File: src/hld_pkg.sv
`default_nettype none
package hld_pkg;

    localparam int unsigned BYTE_W  = 8;
    localparam int unsigned POS_W   = 17;
    localparam int unsigned CFG_IDX_W = 2;

    localparam logic [BYTE_W-1:0] SYNC_FIRST_RST  = 8'h5A;
    localparam logic [BYTE_W-1:0] SYNC_SECOND_RST = 8'hA5;
    localparam logic [BYTE_W-1:0] OVERHEAD_RST    = 8'd15;

    localparam logic [CFG_IDX_W-1:0] CFG_SYNC_FIRST  = 2'd0;
    localparam logic [CFG_IDX_W-1:0] CFG_SYNC_SECOND = 2'd1;
    localparam logic [CFG_IDX_W-1:0] CFG_OVERHEAD    = 2'd2;

    localparam logic [POS_W-1:0] LEN_HI_POS = 17'd13;
    localparam logic [POS_W-1:0] LEN_LO_POS = 17'd14;
    localparam logic [POS_W-1:0] BODY_POS   = 17'd2;

    // result queue
    localparam int unsigned QUEUE_DEPTH = 4;
    localparam int unsigned QPTR_W      = $clog2(QUEUE_DEPTH);
    localparam int unsigned QCNT_W      = $clog2(QUEUE_DEPTH + 1);

    typedef enum logic [2:0] {
        PH_HUNT1 = 3'b001,
        PH_HUNT2 = 3'b010,
        PH_FRAME = 3'b100
    } t_phase;

    typedef struct packed {
        logic [BYTE_W-1:0] frame_byte;
        logic              frame_start;
        logic              frame_end;
        logic              burst_last;
    } t_result;

    // up to two results written by one request
    typedef struct packed {
        logic    push_one;
        logic    push_two;
        t_result first;
        t_result second;
    } t_push;

endpackage
`default_nettype wire

File: src/hld_result_queue.sv
`default_nettype none
module hld_result_queue (
    input  wire logic           i_clk,
    input  wire logic           i_rst_n,
    input  wire hld_pkg::t_push i_push,
    output logic                o_full,
    output logic                o_valid,
    input  wire logic           i_stall,
    output hld_pkg::t_result    o_head
);

    hld_pkg::t_result                 r_mem [hld_pkg::QUEUE_DEPTH];
    logic [hld_pkg::QPTR_W-1:0]       r_wr;
    logic [hld_pkg::QPTR_W-1:0]       r_rd;
    logic [hld_pkg::QCNT_W-1:0]       r_cnt;
    logic [hld_pkg::QPTR_W-1:0]       n_wr;
    logic [hld_pkg::QPTR_W-1:0]       n_rd;
    logic [hld_pkg::QCNT_W-1:0]       n_cnt;
    logic [hld_pkg::QPTR_W-1:0]       w_wr_next;
    logic                             w_pop;

    assign w_pop     = o_valid && !i_stall;
    assign w_wr_next = r_wr + hld_pkg::QPTR_W'(1);
    assign o_valid   = (r_cnt != '0);
    assign o_head    = r_mem[r_rd];
    // room for a two-result burst is required before a request is taken
    assign o_full    = (r_cnt > hld_pkg::QCNT_W'(hld_pkg::QUEUE_DEPTH - 2));

    always_comb begin
        n_wr  = r_wr;
        n_rd  = r_rd;
        n_cnt = r_cnt;
        if (i_push.push_two) begin
            n_wr  = r_wr + hld_pkg::QPTR_W'(2);
            n_cnt = n_cnt + hld_pkg::QCNT_W'(2);
        end else if (i_push.push_one) begin
            n_wr  = w_wr_next;
            n_cnt = n_cnt + hld_pkg::QCNT_W'(1);
        end
        if (w_pop) begin
            n_rd  = r_rd + hld_pkg::QPTR_W'(1);
            n_cnt = n_cnt - hld_pkg::QCNT_W'(1);
        end
    end

    always_ff @(posedge i_clk) begin
        if (!i_rst_n) begin
            r_wr  <= '0;
            r_rd  <= '0;
            r_cnt <= '0;
        end else begin
            r_wr  <= n_wr;
            r_rd  <= n_rd;
            r_cnt <= n_cnt;
        end
    end

    always_ff @(posedge i_clk) begin
        if (i_push.push_one || i_push.push_two) begin
            r_mem[r_wr] <= i_push.first;
        end
        if (i_push.push_two) begin
            r_mem[w_wr_next] <= i_push.second;
        end
    end

endmodule
`default_nettype wire

File: src/header_length_deframer.sv
`default_nettype none
// Byte-stream deframer. One received byte is taken per clock while
// o_in_stall is low. Outside a frame the block hunts for the two-byte
// sync word and drops everything before it; once the sync word is seen,
// both sync bytes come out as two results (start flag on the first),
// then every frame byte comes out as one result until the total length
// (big-endian length field at frame bytes 13..14 plus length_overhead,
// never ending before byte 14) is reached, flagged with frame_end.
// burst_last marks the last result made by one input byte. The parser
// writes into a four-entry result queue, so bytes stream in at one per
// cycle while the queue has room; o_in_stall rises only while the queue
// lacks room for a two-result sync burst (three or more results
// waiting). While the output side takes one result per cycle at most two
// results ever wait, so the input never stalls; only output stalls hold
// it back. Configuration writes take effect at the next edge.
module header_length_deframer (
    input  wire logic        i_clk,
    input  wire logic        i_rst_n,
    input  wire logic        i_cfg_we,
    input  wire logic [1:0]  i_cfg_index,
    input  wire logic [7:0]  i_cfg_data,
    input  wire logic        i_in_valid,
    output logic             o_in_stall,
    input  wire logic [7:0]  i_rx_byte,
    output logic             o_out_valid,
    input  wire logic        i_out_stall,
    output logic [7:0]       o_frame_byte,
    output logic             o_frame_start,
    output logic             o_frame_end,
    output logic             o_burst_last
);

    logic [hld_pkg::BYTE_W-1:0] r_sync_first;
    logic [hld_pkg::BYTE_W-1:0] r_sync_second;
    logic [hld_pkg::BYTE_W-1:0] r_overhead;

    hld_pkg::t_phase            r_phase;
    hld_pkg::t_phase            n_phase;
    logic [hld_pkg::POS_W-1:0]  r_pos;
    logic [hld_pkg::POS_W-1:0]  n_pos;
    logic [hld_pkg::BYTE_W-1:0] r_len_hi;
    logic [hld_pkg::BYTE_W-1:0] n_len_hi;
    logic [hld_pkg::POS_W-1:0]  r_total;
    logic [hld_pkg::POS_W-1:0]  n_total;

    logic                       w_accept;
    logic                       w_full;
    logic [hld_pkg::POS_W-1:0]  w_sum;
    logic [hld_pkg::POS_W-1:0]  w_pos_inc;
    logic                       w_end;
    hld_pkg::t_push             w_push;
    hld_pkg::t_result           w_head;

    assign w_accept   = i_in_valid && !o_in_stall;
    assign o_in_stall = w_full;

    always_ff @(posedge i_clk) begin
        if (!i_rst_n) begin
            r_sync_first  <= hld_pkg::SYNC_FIRST_RST;
            r_sync_second <= hld_pkg::SYNC_SECOND_RST;
            r_overhead    <= hld_pkg::OVERHEAD_RST;
        end else if (i_cfg_we) begin
            unique case (i_cfg_index)
                hld_pkg::CFG_SYNC_FIRST:  r_sync_first  <= i_cfg_data;
                hld_pkg::CFG_SYNC_SECOND: r_sync_second <= i_cfg_data;
                hld_pkg::CFG_OVERHEAD:    r_overhead    <= i_cfg_data;
                default: ;
            endcase
        end
    end

    assign w_sum     = hld_pkg::POS_W'({r_len_hi, i_rx_byte}) + hld_pkg::POS_W'(r_overhead);
    assign w_pos_inc = r_pos + hld_pkg::POS_W'(1);
    // the total is known from the low length byte on; compare against it that cycle
    assign w_end     = (r_pos >= hld_pkg::LEN_LO_POS) &&
                       (w_pos_inc >= ((r_pos == hld_pkg::LEN_LO_POS) ? w_sum : r_total));

    always_comb begin
        n_phase  = r_phase;
        n_pos    = r_pos;
        n_len_hi = r_len_hi;
        n_total  = r_total;
        w_push   = '0;
        if (w_accept) begin
            unique case (r_phase)
                hld_pkg::PH_FRAME: begin
                    if (r_pos == hld_pkg::LEN_HI_POS) begin
                        n_len_hi = i_rx_byte;
                    end
                    if (r_pos == hld_pkg::LEN_LO_POS) begin
                        n_total = w_sum;
                    end
                    w_push.push_one          = 1'b1;
                    w_push.first.frame_byte  = i_rx_byte;
                    w_push.first.frame_end   = w_end;
                    w_push.first.burst_last  = 1'b1;
                    if (w_end) begin
                        n_phase = hld_pkg::PH_HUNT1;
                        n_pos   = '0;
                    end else begin
                        n_pos = w_pos_inc;
                    end
                end
                hld_pkg::PH_HUNT2: begin
                    if (i_rx_byte == r_sync_second) begin
                        w_push.push_two           = 1'b1;
                        w_push.first.frame_byte   = r_sync_first;
                        w_push.first.frame_start  = 1'b1;
                        w_push.second.frame_byte  = i_rx_byte;
                        w_push.second.burst_last  = 1'b1;
                        n_phase  = hld_pkg::PH_FRAME;
                        n_pos    = hld_pkg::BODY_POS;
                        n_len_hi = '0;
                        n_total  = '0;
                    end else if (i_rx_byte == r_sync_first) begin
                        n_phase = hld_pkg::PH_HUNT2;
                    end else begin
                        n_phase = hld_pkg::PH_HUNT1;
                    end
                end
                default: begin
                    n_phase = (i_rx_byte == r_sync_first) ? hld_pkg::PH_HUNT2
                                                          : hld_pkg::PH_HUNT1;
                    n_pos   = '0;
                end
            endcase
        end
    end

    always_ff @(posedge i_clk) begin
        if (!i_rst_n) begin
            r_phase  <= hld_pkg::PH_HUNT1;
            r_pos    <= '0;
            r_len_hi <= '0;
            r_total  <= '0;
        end else begin
            r_phase  <= n_phase;
            r_pos    <= n_pos;
            r_len_hi <= n_len_hi;
            r_total  <= n_total;
        end
    end

    hld_result_queue u_queue (
        .i_clk   (i_clk),
        .i_rst_n (i_rst_n),
        .i_push  (w_push),
        .o_full  (w_full),
        .o_valid (o_out_valid),
        .i_stall (i_out_stall),
        .o_head  (w_head)
    );

    assign o_frame_byte  = w_head.frame_byte;
    assign o_frame_start = w_head.frame_start;
    assign o_frame_end   = w_head.frame_end;
    assign o_burst_last  = w_head.burst_last;

endmodule
`default_nettype wire

File: config.mk
export PLATFORM = sky130hd
export DESIGN_NAME = header_length_deframer
export DESIGN_NICKNAME = d
export VERILOG_FILES = /design/src/hld_pkg.sv /design/src/hld_result_queue.sv /design/src/header_length_deframer.sv
export SDC_FILE = /design/constraint.sdc
export NUM_CORES = 1
export LEC_CHECK = 0
export ABC_AREA = 1
export BUFFER_PORTS_ARGS = -buffer_cell sky130_fd_sc_hd__clkbuf_2
export CAP_MARGIN = 30
export CORE_MARGIN = 3
export CORE_UTILIZATION = 56
export CTS_CLUSTER_DIAMETER = 40
export CTS_CLUSTER_SIZE = 25
export DETAILED_ROUTE_END_ITERATION = 10
export PLACE_DENSITY_LB_ADDON = 0.3
export SLEW_MARGIN = 20
export SYNTH_ARGS = -nofsm -noshare
export SYNTH_HDL_FRONTEND = slang
export SYNTH_SLANG_ARGS = --single-unit
File: constraint.sdc
create_clock -name i_clk -period 3.1 [get_ports i_clk]
set_input_delay 0.62 -clock i_clk [delete_from_list [all_inputs] [get_ports i_clk]]
set_output_delay 0.62 -clock i_clk [all_outputs]
set_load 0.05 [all_outputs]
==> summary.md, run 1 <==
| Metric | Value |
|---|---|
| Outcome | completed |
| Met1 Track Usage GR | 34.0% |
| Commonest non-fill, non-tap cells in the layout | nand2_1 (308), inv_1 (92), dfxtp_1 (85) |
| Final Wtd Congestion | 0.918 |
| First-pass GRT wire length | 31300 um |
| Crit path top cell by count | nand2_2 |
| Hold Path Class | input port to flop |
| DR vias/cell | 5.52 |
| Most common cell after layout, fill and taps aside | nand2_1 |
| CP Cell Sequence | ha_4, fa_2, nand3_2, nand2_2, nand2_2, nand2_4, nand2_2, buf_4, nand3b_1, nand2_1, nand2_2, nand2_2, ha_4, a21oi_2, o21ai_1, nand2_1, nand2_1, nor2_2, nand2_2, nand2_4, buf_12, buf_6, nand3_2, a21oi_2 |
| N_diodes | 0 |
| Detailed-route DRC error count | 0 |
| Setup Viol. Count Final | 0 |
| Leading area contributor after synthesis | dfxtp_1 |
| Static leakage | 3.99 nW |
| Die W | 123 um |
| YS warnings | 0 |
| Synth unique cells | 44 |
| Worst-path clk slew | 0.06 ns |
| Met2 Usage GRT | 44.1% |
| Vias in the first global route | 6513 |
| Fin. max-slew vios | 0 |
| Register area share after synthesis | 36.8% |
| FF+latch count, synth | 122 |
| Iter 0 DRT Violations | 603 |
| Via count | 7309 |
| Initial core utilization | 58.7% |
| Global route hottest layer | met2 |
| Clk_lat worst skew | 0.42 ns |
| Critical setup path kind | flop to flop |
| TritonRoute pass-1 iters | 6 |
| RSZ-0062 raised after global routing | true |
| VDD IR max | 0.000541 V |
| Syn Inst Count | 1066 |
| H-tree lvl count | 4 |
| Clk root buf | clkbuf_16 |
| GRT Overall Usage | 26.2% |
| DP Worst Slack | -0.420 ns |
| Worst-path fanout max | 5 |
| Post-route ant nets | 0 |
| Synth Area per Inst | 7.15 sq um |
| Slew margin rel. | 61.4% |
| Routed WL per cell | 15.0 um |
| Die area | 15000 sq um |
| Share of cells above drive strength 1 | 20.4% |
| CP Depth | 24 |
| Fin. Hold Viols | 0 |
| Power Density | 590 nW/um^2 |
| TritonCTS clock tree | built |
| Delay-heaviest family, CP | simple AND/OR/NAND/NOR gates |
| Clock Sinks | 122 |
| Reg2Reg Depth | 24 |
| Startpoint types | flop |
| Fraction of synthesized cell area taken by the top area cell type | 22.6% |
| Max Fclk | 328 MHz |
| Final Critical Period | 3.05 ns |
| Max Root-Sink Buffers | 2 |
| Drt total wl | 19900 um |
| Critical-path top delay cell | fa_2 |
| Core Rows | 41 |
| Initial antenna violation count | 0 |
| Worst-margin pin slew | 0.578 ns |
| PortBufs | 35 |
| Largest cells by area after synthesis | dfxtp_1 (23%), nand2_1 (16%), edfxtp_1 (14%) |
| Setup crit end kind | flop |
| GR Util met3 | 4.93% |
| Syn-to-layout area delta | 20.6% |
| Clock skew | 0.0122 ns |
| CP bufs+invs | 3 |
| Worst stage delay on the critical path | 0.39 ns |
| I/O Pins | 36 |
| Area of the core | 13000 sq um |
| Worst endpoint required time | 3.45 ns |
| Die Y | 123 um |
| Part of the cycle the worst path needs | 98.5% |
| # hold bufs at CTS | 0 |
| Cell depth of the worst min-delay path | 3 |
| Mapped Area | 7620 sq um |
| Number of clock buffers inserted by TritonCTS | 17 |
| Syn nets | 1131 |
| Nets | 1204 |
| Worst hold slack | 0.443 ns |
| Post-DP HPWL | 14000 um |
| Main synth FF type | dfxtp_1 |
| Post-synth EDFFs | 36 |
| Overflow after GRT | 0 |
| Max cap viols | 0 |
| Ys async rst share | 0% |
| Worst setup margin | 0.0478 ns |
| Crit path arrival time | 3.40 ns |
| Pin count of the biggest net entering global routing | 29 |
==> state kept, by name, summed over array words and instances (netlist names), 3 cells and up, named ones only <==
| name | flops |
|---|---|
| r_sync_second | 8 |
| r_sync_first | 8 |
| r_len_hi | 8 |
| r_overhead | 8 |
| u_queue.r_mem | 44 |
| u_queue.r_cnt | 3 |
| r_pos | 17 |
| r_phase | 3 |
| r_total | 17 |
==> per-layer routing <==
metal | part of all wire [%] | routed length (um)
met5 | 0 | 0
met4 | 2.0 | 392
met3 | 4.9 | 972
met2 | 49 | 9830
met1 | 44 | 8680
==> timing repair <==
item | CTS | global route
setup buffers | 0 | 7
cloned | 0 | 1
pin swaps | 0 | 34
resized for setup | 1 | 78
endpoints found under the setup margin | 1 | 24
==> per-stage QoR <==
stage / total power (W) / setup TNS, ns / cell area, sq um / instances / utilization (%)
2_1_floorplan: 0.00302 / 0 / 7630 / 1066 / -
3_3_place_gp: 0.00337 / -6.08 / 8190 / 1284 / 63.1
3_5_place_dp: 0.00339 / -7.44 / 8190 / 1284 / 63.1
4_1_cts: 0.00530 / 0 / 8770 / 1316 / 67.6
5_1_grt: 0.00567 / -1.79 / 9190 / 1324 / 70.8
6_report: 0.00542 / 0 / 9190 / 1324 / 70.8
==> cells by family after synthesis <==
logic type,count (synthesis),synth area share [%]
flip-flops,122,36.8
XOR/XNOR,34,3.91
AO/OA/AOI/OAI,161,11.6
AND/OR/NAND/NOR,566,33.2
adder cells (fa/ha/maj),42,7.00
buffers and inverters,141,7.45
==> final timing paths <==
| kind | start | to | slack, ns |
|---|---|---|---|
| worst max-delay path | r_overhead[0] | r_pos[1] | 0.05 |
| worst min-delay path | i_cfg_data[1] | r_overhead[1] | 0.44 |
| worst max register to register | r_overhead[0] | r_pos[1] | 0.05 |
| worst min register to register | r_total[8] | r_total[8] | 0.46 |
==> worst reg2reg max path: cells and delay by family (launching register included) <==
family	cells	cell delay, ns
AOI/OAI and AO/OA	3	0.32
adders and majority gates	3	0.75
buffers and inverters	3	0.35
DFF	1	0.33
and+or+nand+nor	15	1.24
==> cell type report <==
class / instances / area, sq um
multi-input cells: 803 / 4560
clock buffers: 24 / 518
clock inverters: 8 / 58.8
inverters: 106 / 409
flip-flops and latches: 122 / 2800
fillers: 981 / 3790
well taps: 172 / 215
repair buffers: 89 / 618
==> cell usage after synthesis (2+ instances only) <==
cell type  count
dfxtp_1       86
nor2_1        87
nor2_8         6
inv_2          8
edfxtp_1      36
nor2_4         4
o21a_1         3
o22ai_1       11
buf_6          2
a21oi_4        2
buf_2         14
or2_2          9
nor2_2         3
a21oi_1       74
clkinv_2       2
o21ai_1        9
nand4_1       21
xnor2_1       13
clkbuf_1      17
o21ai_0       50
ha_1          41
nand3b_1       2
nand2_1      325
xor2_1        21
nor3_1         8
nand2_2        9
nand3_1       85
inv_1         94
nor4_1         3
clkinv_1       2
a21oi_2        6
==> power by group <==
part	leakage, nW	internal [W]	switching [W]	total [W]
registers	1.02	0.00172	0.0000613	0.00178
clock network	0.277	0.00117	0.000737	0.00191
logic	2.69	0.000509	0.00122	0.00173
total	3.99	0.00339	0.00202	0.00542
Power figures use the tool's default switching activity.
==> run 2: changes to the inputs <==
--- a/config.mk
+++ b/config.mk
@@ -9,7 +9,7 @@
 export BUFFER_PORTS_ARGS = -buffer_cell sky130_fd_sc_hd__clkbuf_2
 export CAP_MARGIN = 30
 export CORE_MARGIN = 3
-export CORE_UTILIZATION = 56
+export CORE_UTILIZATION = 65
 export CTS_CLUSTER_DIAMETER = 40
 export CTS_CLUSTER_SIZE = 25
 export DETAILED_ROUTE_END_ITERATION = 10
==> constraint.sdc (replaced) <==
create_clock -name i_clk -period 3.93 [get_ports i_clk]
set_input_delay 0.786 -clock i_clk [delete_from_list [all_inputs] [get_ports i_clk]]
set_output_delay 0.786 -clock i_clk [all_outputs]
set_load 0.05 [all_outputs]
==> run 2 against run 1 <==
Flip-flop and latch count did not move. Via count decreased by 0.37%. Design area is 7.5% lower.
==> summary.md, run 2 (synthesis results as in run 1) <==
| Metric | Value |
|---|---|
| Outcome | completed |
| # Post-CTS Setup Buffers | 0 |
| Clk root buf | clkbuf_16 |
| Hold Path Class | flop to flop |
| CP Cell Sequence | clkbuf_2, ha_1, fa_1, nand3_1, nand2_1, nand2_1, nand2_1, xnor2_1, o21ai_0, inv_1, ha_1, nand2_1, nor2_1, nand3_1, nor2_1, nor2_1, nand2_1, nand2_1, buf_4, nand4_1, a21oi_1 |
| Delay-heaviest family, CP | simple AND/OR/NAND/NOR gates |
| Number of clock buffers inserted by TritonCTS | 17 |
| Critical-path top delay cell | fa_1 |
| Startpoint types | input port |
| Worst-path fanout max | 7 |
| Setup Viol. Count Final | 0 |
| Nets | 1169 |
| RSZ-0062 raised after global routing | false |
| Area of the multi-input gates | 4250 sq um |
| Fin. max-slew vios | 0 |
| Most flops, register | u_queue.r_mem |
| Total Neg Setup Slack | 0 ns |
| Vias in the first global route | 6748 |
| Final Core Density | 76.4% |
| H-tree lvl count | 4 |
| Clock skew | 0.00635 ns |
| Most common cell after layout, fill and taps aside | nand2_1 |
| CP bufs+invs | 3 |
| Commonest non-fill, non-tap cells in the layout | nand2_1 (325), inv_1 (94), nor2_1 (87) |
| Final Wtd Congestion | 0.922 |
| End of the worst hold path | r_total[9] |
| First-pass GRT wire length | 32500 um |
| Drt total wl | 19500 um |
| Post-route ant nets | 0 |
| Final cell count without fillers | 1257 |
| Pin count of the biggest net entering global routing | 30 |
| Core Rows | 38 |
| Worst-margin pin slew | 0.635 ns |
| Worst-path clk slew | 0.06 ns |
| Clk_lat worst skew | 0.43 ns |
| Seq. cell area | 2800 sq um |
| # hold bufs at CTS | 0 |
| Critical setup path kind | input port to flop |
| Placed Cells | 1225 |
| Worst stage delay on the critical path | 0.41 ns |
| Die W | 114 um |
| Die area | 13100 sq um |
| Worst endpoint required time | 4.22 ns |
| Die Y | 114 um |
| Slew margin rel. | 57.7% |
| Overflow after GRT | 0 |
| CTS resizes | 0 |
| RR Startpoint | r_pos[0] |
| Final Critical Period | 3.45 ns |
| Clock Sinks | 122 |
| Share of cells above drive strength 1 | 12.2% |
| Reg2Reg Depth | 19 |
| I/O Pins | 36 |
| Cell depth of the worst min-delay path | 2 |
| Reg2Reg Setup Slack | 0.51 ns |
| Power Density | 484 nW/um^2 |
| Initial core utilization | 68.5% |
| Post-DP HPWL | 13900 um |
| Max Root-Sink Buffers | 2 |
| N_diodes | 0 |
| Detailed-route DRC error count | 0 |
| Worst Hold Launch | r_total[9] |
| Fin. Hold Viols | 0 |
| TritonRoute pass-1 iters | 6 |
| Routed WL per cell | 15.6 um |
| RR Endpoint | r_pos[2] |
| Iter 0 DRT Violations | 719 |
| Setup crit end kind | flop |
| Area of the core | 11100 sq um |
| Biggest regs | u_queue.r_mem (44), r_pos (17), r_total (17) |
| DR vias/cell | 5.79 |
| TritonCTS clock tree | built |
| GRT Overall Usage | 31.2% |
| Crit path top cell by count | nand2_1 |
| Max Fclk | 290 MHz |
| Worst hold slack | 0.460 ns |
| Fill cell count | 861 |
| Syn-to-layout area delta | 11.5% |
| Static leakage | 3.74 nW |
| VDD IR max | 0.000671 V |
| Initial antenna violation count | 0 |
| Crit path arrival time | 3.74 ns |
| PortBufs | 35 |
| Part of the cycle the worst path needs | 87.7% |
| Max reg flops | 44 |
| Via count | 7282 |
| Max cap viols | 0 |
[run 2: cell count changes in the layout (fill, tap and decap cells not counted), moves of 4 or more]
cell / change
ha_1: +7
a21oi_2: -12
o21ai_2: -5
ha_4: -6
nand2_1: +17
nand2_4: -4
o21ai_0: +4
buf_4: -31
nand3_1: +10
nor2_1: +4
a21oi_1: +12
nand2_2: -12
nand3_2: -10
[run 2: how the worst max path moves through the flow]
stage | startpoint | end | depth (start not counted)
finish | i_rx_byte[0] | r_pos[2] | 21
global route | i_rx_byte[0] | r_pos[13] | 21
CTS | i_rx_byte[0] | r_pos[2] | 21
detailed placement | i_rx_byte[0] | r_pos[11] | 21
global placement | i_rx_byte[0] | r_pos[16] | 21
floorplan | i_rx_byte[0] | r_pos[11] | 20
[run 2: per-layer routing]
layer  vias to the layer above  wire (um)  global-route usage, %
met5                         -          0                      0
met4                         0        537                   14.1
met3                        47       1600                   5.71
met2                       355       9210                   49.8
met1                      3304       8210                   41.4
li1                       3576          -                      -
[run 2: layout make-up]
| type | count | share of cell area [%] |
|---|---|---|
| tap | 140 | 2.06 |
| multi-input combinational | 803 | 50.0 |
| timing repair buffer | 54 | 3.74 |
| clock inverter | 10 | 0.766 |
| inverter | 106 | 4.71 |
| sequential | 122 | 33.0 |
| clock buffer | 22 | 5.73 |
[run 2: stage by stage]
step	total power, W	setup WS [ns]	cell area [sq um]
6_report	0.00411	0.482	8500
5_1_grt	0.00429	0.101	8500
4_1_cts	0.00411	0.514	8500
3_5_place_dp	0.00265	0.145	7950
3_3_place_gp	0.00262	0.234	7950
2_1_floorplan	0.00238	0.539	7620
[run 2: tightest hold or removal path, delay by kind of cell, from the launching register on]
kind / cells / cell delay (ns)
AND/OR/NAND/NOR: 1 / 0.06
flip-flops: 1 / 0.30
AO/OA/AOI/OAI: 1 / 0.06
[run 2: power breakdown]
group | switching [W] | leakage [nW] | internal, W | total [W]
sequential | 0.0000539 | 1.02 | 0.00135 | 0.00141
clock | 0.000590 | 0.266 | 0.000876 | 0.00147
combinational | 0.000913 | 2.45 | 0.000325 | 0.00124
==> run 3: changes to the inputs <==
--- a/config.mk
+++ b/config.mk
@@ -6,13 +6,14 @@
 export NUM_CORES = 1
 export LEC_CHECK = 0
 export ABC_AREA = 1
-export BUFFER_PORTS_ARGS = -buffer_cell sky130_fd_sc_hd__clkbuf_2
 export CAP_MARGIN = 30
 export CORE_MARGIN = 3
 export CORE_UTILIZATION = 65
 export CTS_CLUSTER_DIAMETER = 40
 export CTS_CLUSTER_SIZE = 25
 export DETAILED_ROUTE_END_ITERATION = 10
+export DONT_BUFFER_PORTS = 1
+export MAX_ROUTING_LAYER = met4
 export PLACE_DENSITY_LB_ADDON = 0.3
 export SLEW_MARGIN = 20
 export SYNTH_ARGS = -nofsm -noshare
==> run 3 against run 2 <==
Register-to-register slack improved by 0.14 ns. Cell count decreased by 2.6%. Clock power about the same. Maximum frequency increased by 5.1%. Hold slack got worse by 0.0069 ns. Non-clock buffer count decreased by 33. Routed wire length decreased by 2.6%. Clock-buffer cell count decreased by 2. Combinational power about the same. Sequential share of layout area increased by 0.52 points. Largest cell class unchanged. Critical path depth decreased by 2.
==> summary.md, run 3 (synthesis results as in run 1) <==
| Metric | Value |
|---|---|
| Clock skew | 0.00924 ns |
| CTS resizes | 0 |
| Initial core utilization | 68.5% |
| GRT Overall Usage | 32.0% |
| H-tree lvl count | 4 |
| Worst-path fanout max | 12 |
| Crit path arrival time | 3.59 ns |
| Number of clock buffers inserted by TritonCTS | 17 |
| # hold bufs at CTS | 0 |
| Max reg flops | 44 |
| Outcome | completed |
| Total Neg Setup Slack | 0 ns |
| Slew margin rel. | 50.4% |
| Core Rows | 38 |
| Most common cell after layout, fill and taps aside | nand2_1 |
| Share of cells above drive strength 1 | 9.32% |
| Part of the cycle the worst path needs | 83.4% |
| Clk_lat worst skew | 0.43 ns |
| Commonest non-fill, non-tap cells in the layout | nand2_1 (325), inv_1 (94), nor2_1 (87) |
| Worst-path clk slew | 0.06 ns |
| Crit path top cell by count | nand2_1 |
| Final Core Density | 75.2% |
| Most flops, register | u_queue.r_mem |
| CP Cell Sequence | inv_1, ha_1, inv_1, nor3_1, nand3_2, inv_1, or2_2, nand2_1, ha_1, nand2_1, nor2_1, nand3_1, nor2_1, nor2_1, nand2_1, nand2_1, buf_4, nand3_1, a21oi_1 |
| Setup Viol. Count Final | 0 |
| PortBufs | 0 |
| Die Y | 114 um |
| Critical setup path kind | flop to flop |
| Seq. cell area | 2800 sq um |
| Hold Path Class | input port to flop |
| CP bufs+invs | 4 |
| Static leakage | 3.62 nW |
| # Post-CTS Setup Buffers | 0 |
| Delay-heaviest family, CP | simple AND/OR/NAND/NOR gates |
| Worst stage delay on the critical path | 0.36 ns |
| Post-route ant nets | 0 |
| Routed WL per cell | 15.6 um |
| Fin. Hold Viols | 0 |
| RSZ-0062 raised after global routing | false |
| Post-DP HPWL | 14000 um |
| Area of the core | 11100 sq um |
| Final Wtd Congestion | 0.944 |
| Syn-to-layout area delta | 9.79% |
| VDD IR max | 0.000719 V |
| DR vias/cell | 5.82 |
| Detailed-route DRC error count | 0 |
| Setup crit end kind | flop |
| Total power | 0.00413 W |
| Biggest regs | u_queue.r_mem (44), r_pos (17), r_total (17) |
| Die W | 114 um |
| TritonRoute pass-1 iters | 5 |
| First-pass GRT wire length | 32400 um |
| Area of the multi-input gates | 4250 sq um |
| Critical-path top delay cell | dfxtp_1 |
| Initial antenna violation count | 0 |
| Drt total wl | 19000 um |
| Nets | 1136 |
| I/O Pins | 36 |
| Max cap viols | 0 |
| Worst setup margin | 0.651 ns |
| Power Density | 494 nW/um^2 |
| Clock Sinks | 122 |
| TritonCTS clock tree | built |
| N_diodes | 0 |
| Overflow after GRT | 0 |
| Final Critical Period | 3.28 ns |
| Max Fclk | 305 MHz |
| Pin count of the biggest net entering global routing | 30 |
| Iter 0 DRT Violations | 644 |
| Vias in the first global route | 6657 |
| Fill cell count | 864 |
| Startpoint types | flop |
| Die area | 13100 sq um |
| Worst endpoint required time | 4.24 ns |
| Clk root buf | clkbuf_16 |
| DP Worst Slack | 0.298 ns |
| Worst-margin pin slew | 0.740 ns |
| Max Root-Sink Buffers | 2 |
| Fin. max-slew vios | 0 |
| Via count | 7127 |
run 3: cell count changes in the layout (fill, tap and decap cells not counted), sizes merged:
| cell | change |
|---|---|
| clkbuf | -37 |
| buf | +2 |
| bufinv | +2 |
| clkinvlp | -1 |
| inv | +1 |
run 3: final cells by class:
| type | instances | area share (%) |
|---|---|---|
| clock buffer | 20 | 5.22 |
| inverter | 106 | 4.79 |
| timing repair buffer | 21 | 2.12 |
| clock inverter | 12 | 1.48 |
| sequential | 122 | 33.5 |
| tap | 140 | 2.09 |
| multi-input combinational | 803 | 50.8 |
run 3: metrics by stage:
stage | hold slack, ns | std cells | cell area [sq um]
global route | 0.443 | 1224 | 8370
floorplan | 0.438 | 1066 | 7620
finish | 0.453 | 1224 | 8370
CTS | 0.445 | 1224 | 8370
global placement | 0.449 | 1191 | 7780
detailed placement | 0.452 | 1192 | 7800
run 3: worst paths after layout:
| kind | start | to | slack [ns] | depth (start not counted) |
|---|---|---|---|---|
| setup / recovery | r_pos[0] | r_pos[16] | 0.65 | 19 |
| hold / removal | i_rst_n | r_sync_first[1] | 0.45 | 1 |
| setup reg to reg | r_pos[0] | r_pos[16] | 0.65 | 19 |
| hold reg to reg | r_total[9] | r_total[9] | 0.46 | 2 |
run 3: per-layer routing:
metal	vias to the layer above	wire length [um]	track usage, %
li1	3505	-	-
met1	3267	8060	41.6
met2	315	8720	49.2
met3	40	1820	7.77
met4	0	442	10.9
met5	-	0	-
run 3: where the power goes:
part	switching [W]	total [W]	leakage [nW]	internal, W
combinational	0.000888	0.00123	2.32	0.000344
sequential	0.0000523	0.00141	1.02	0.00135
clock	0.000569	0.00150	0.270	0.000927
total	0.00151	0.00413	3.62	0.00262
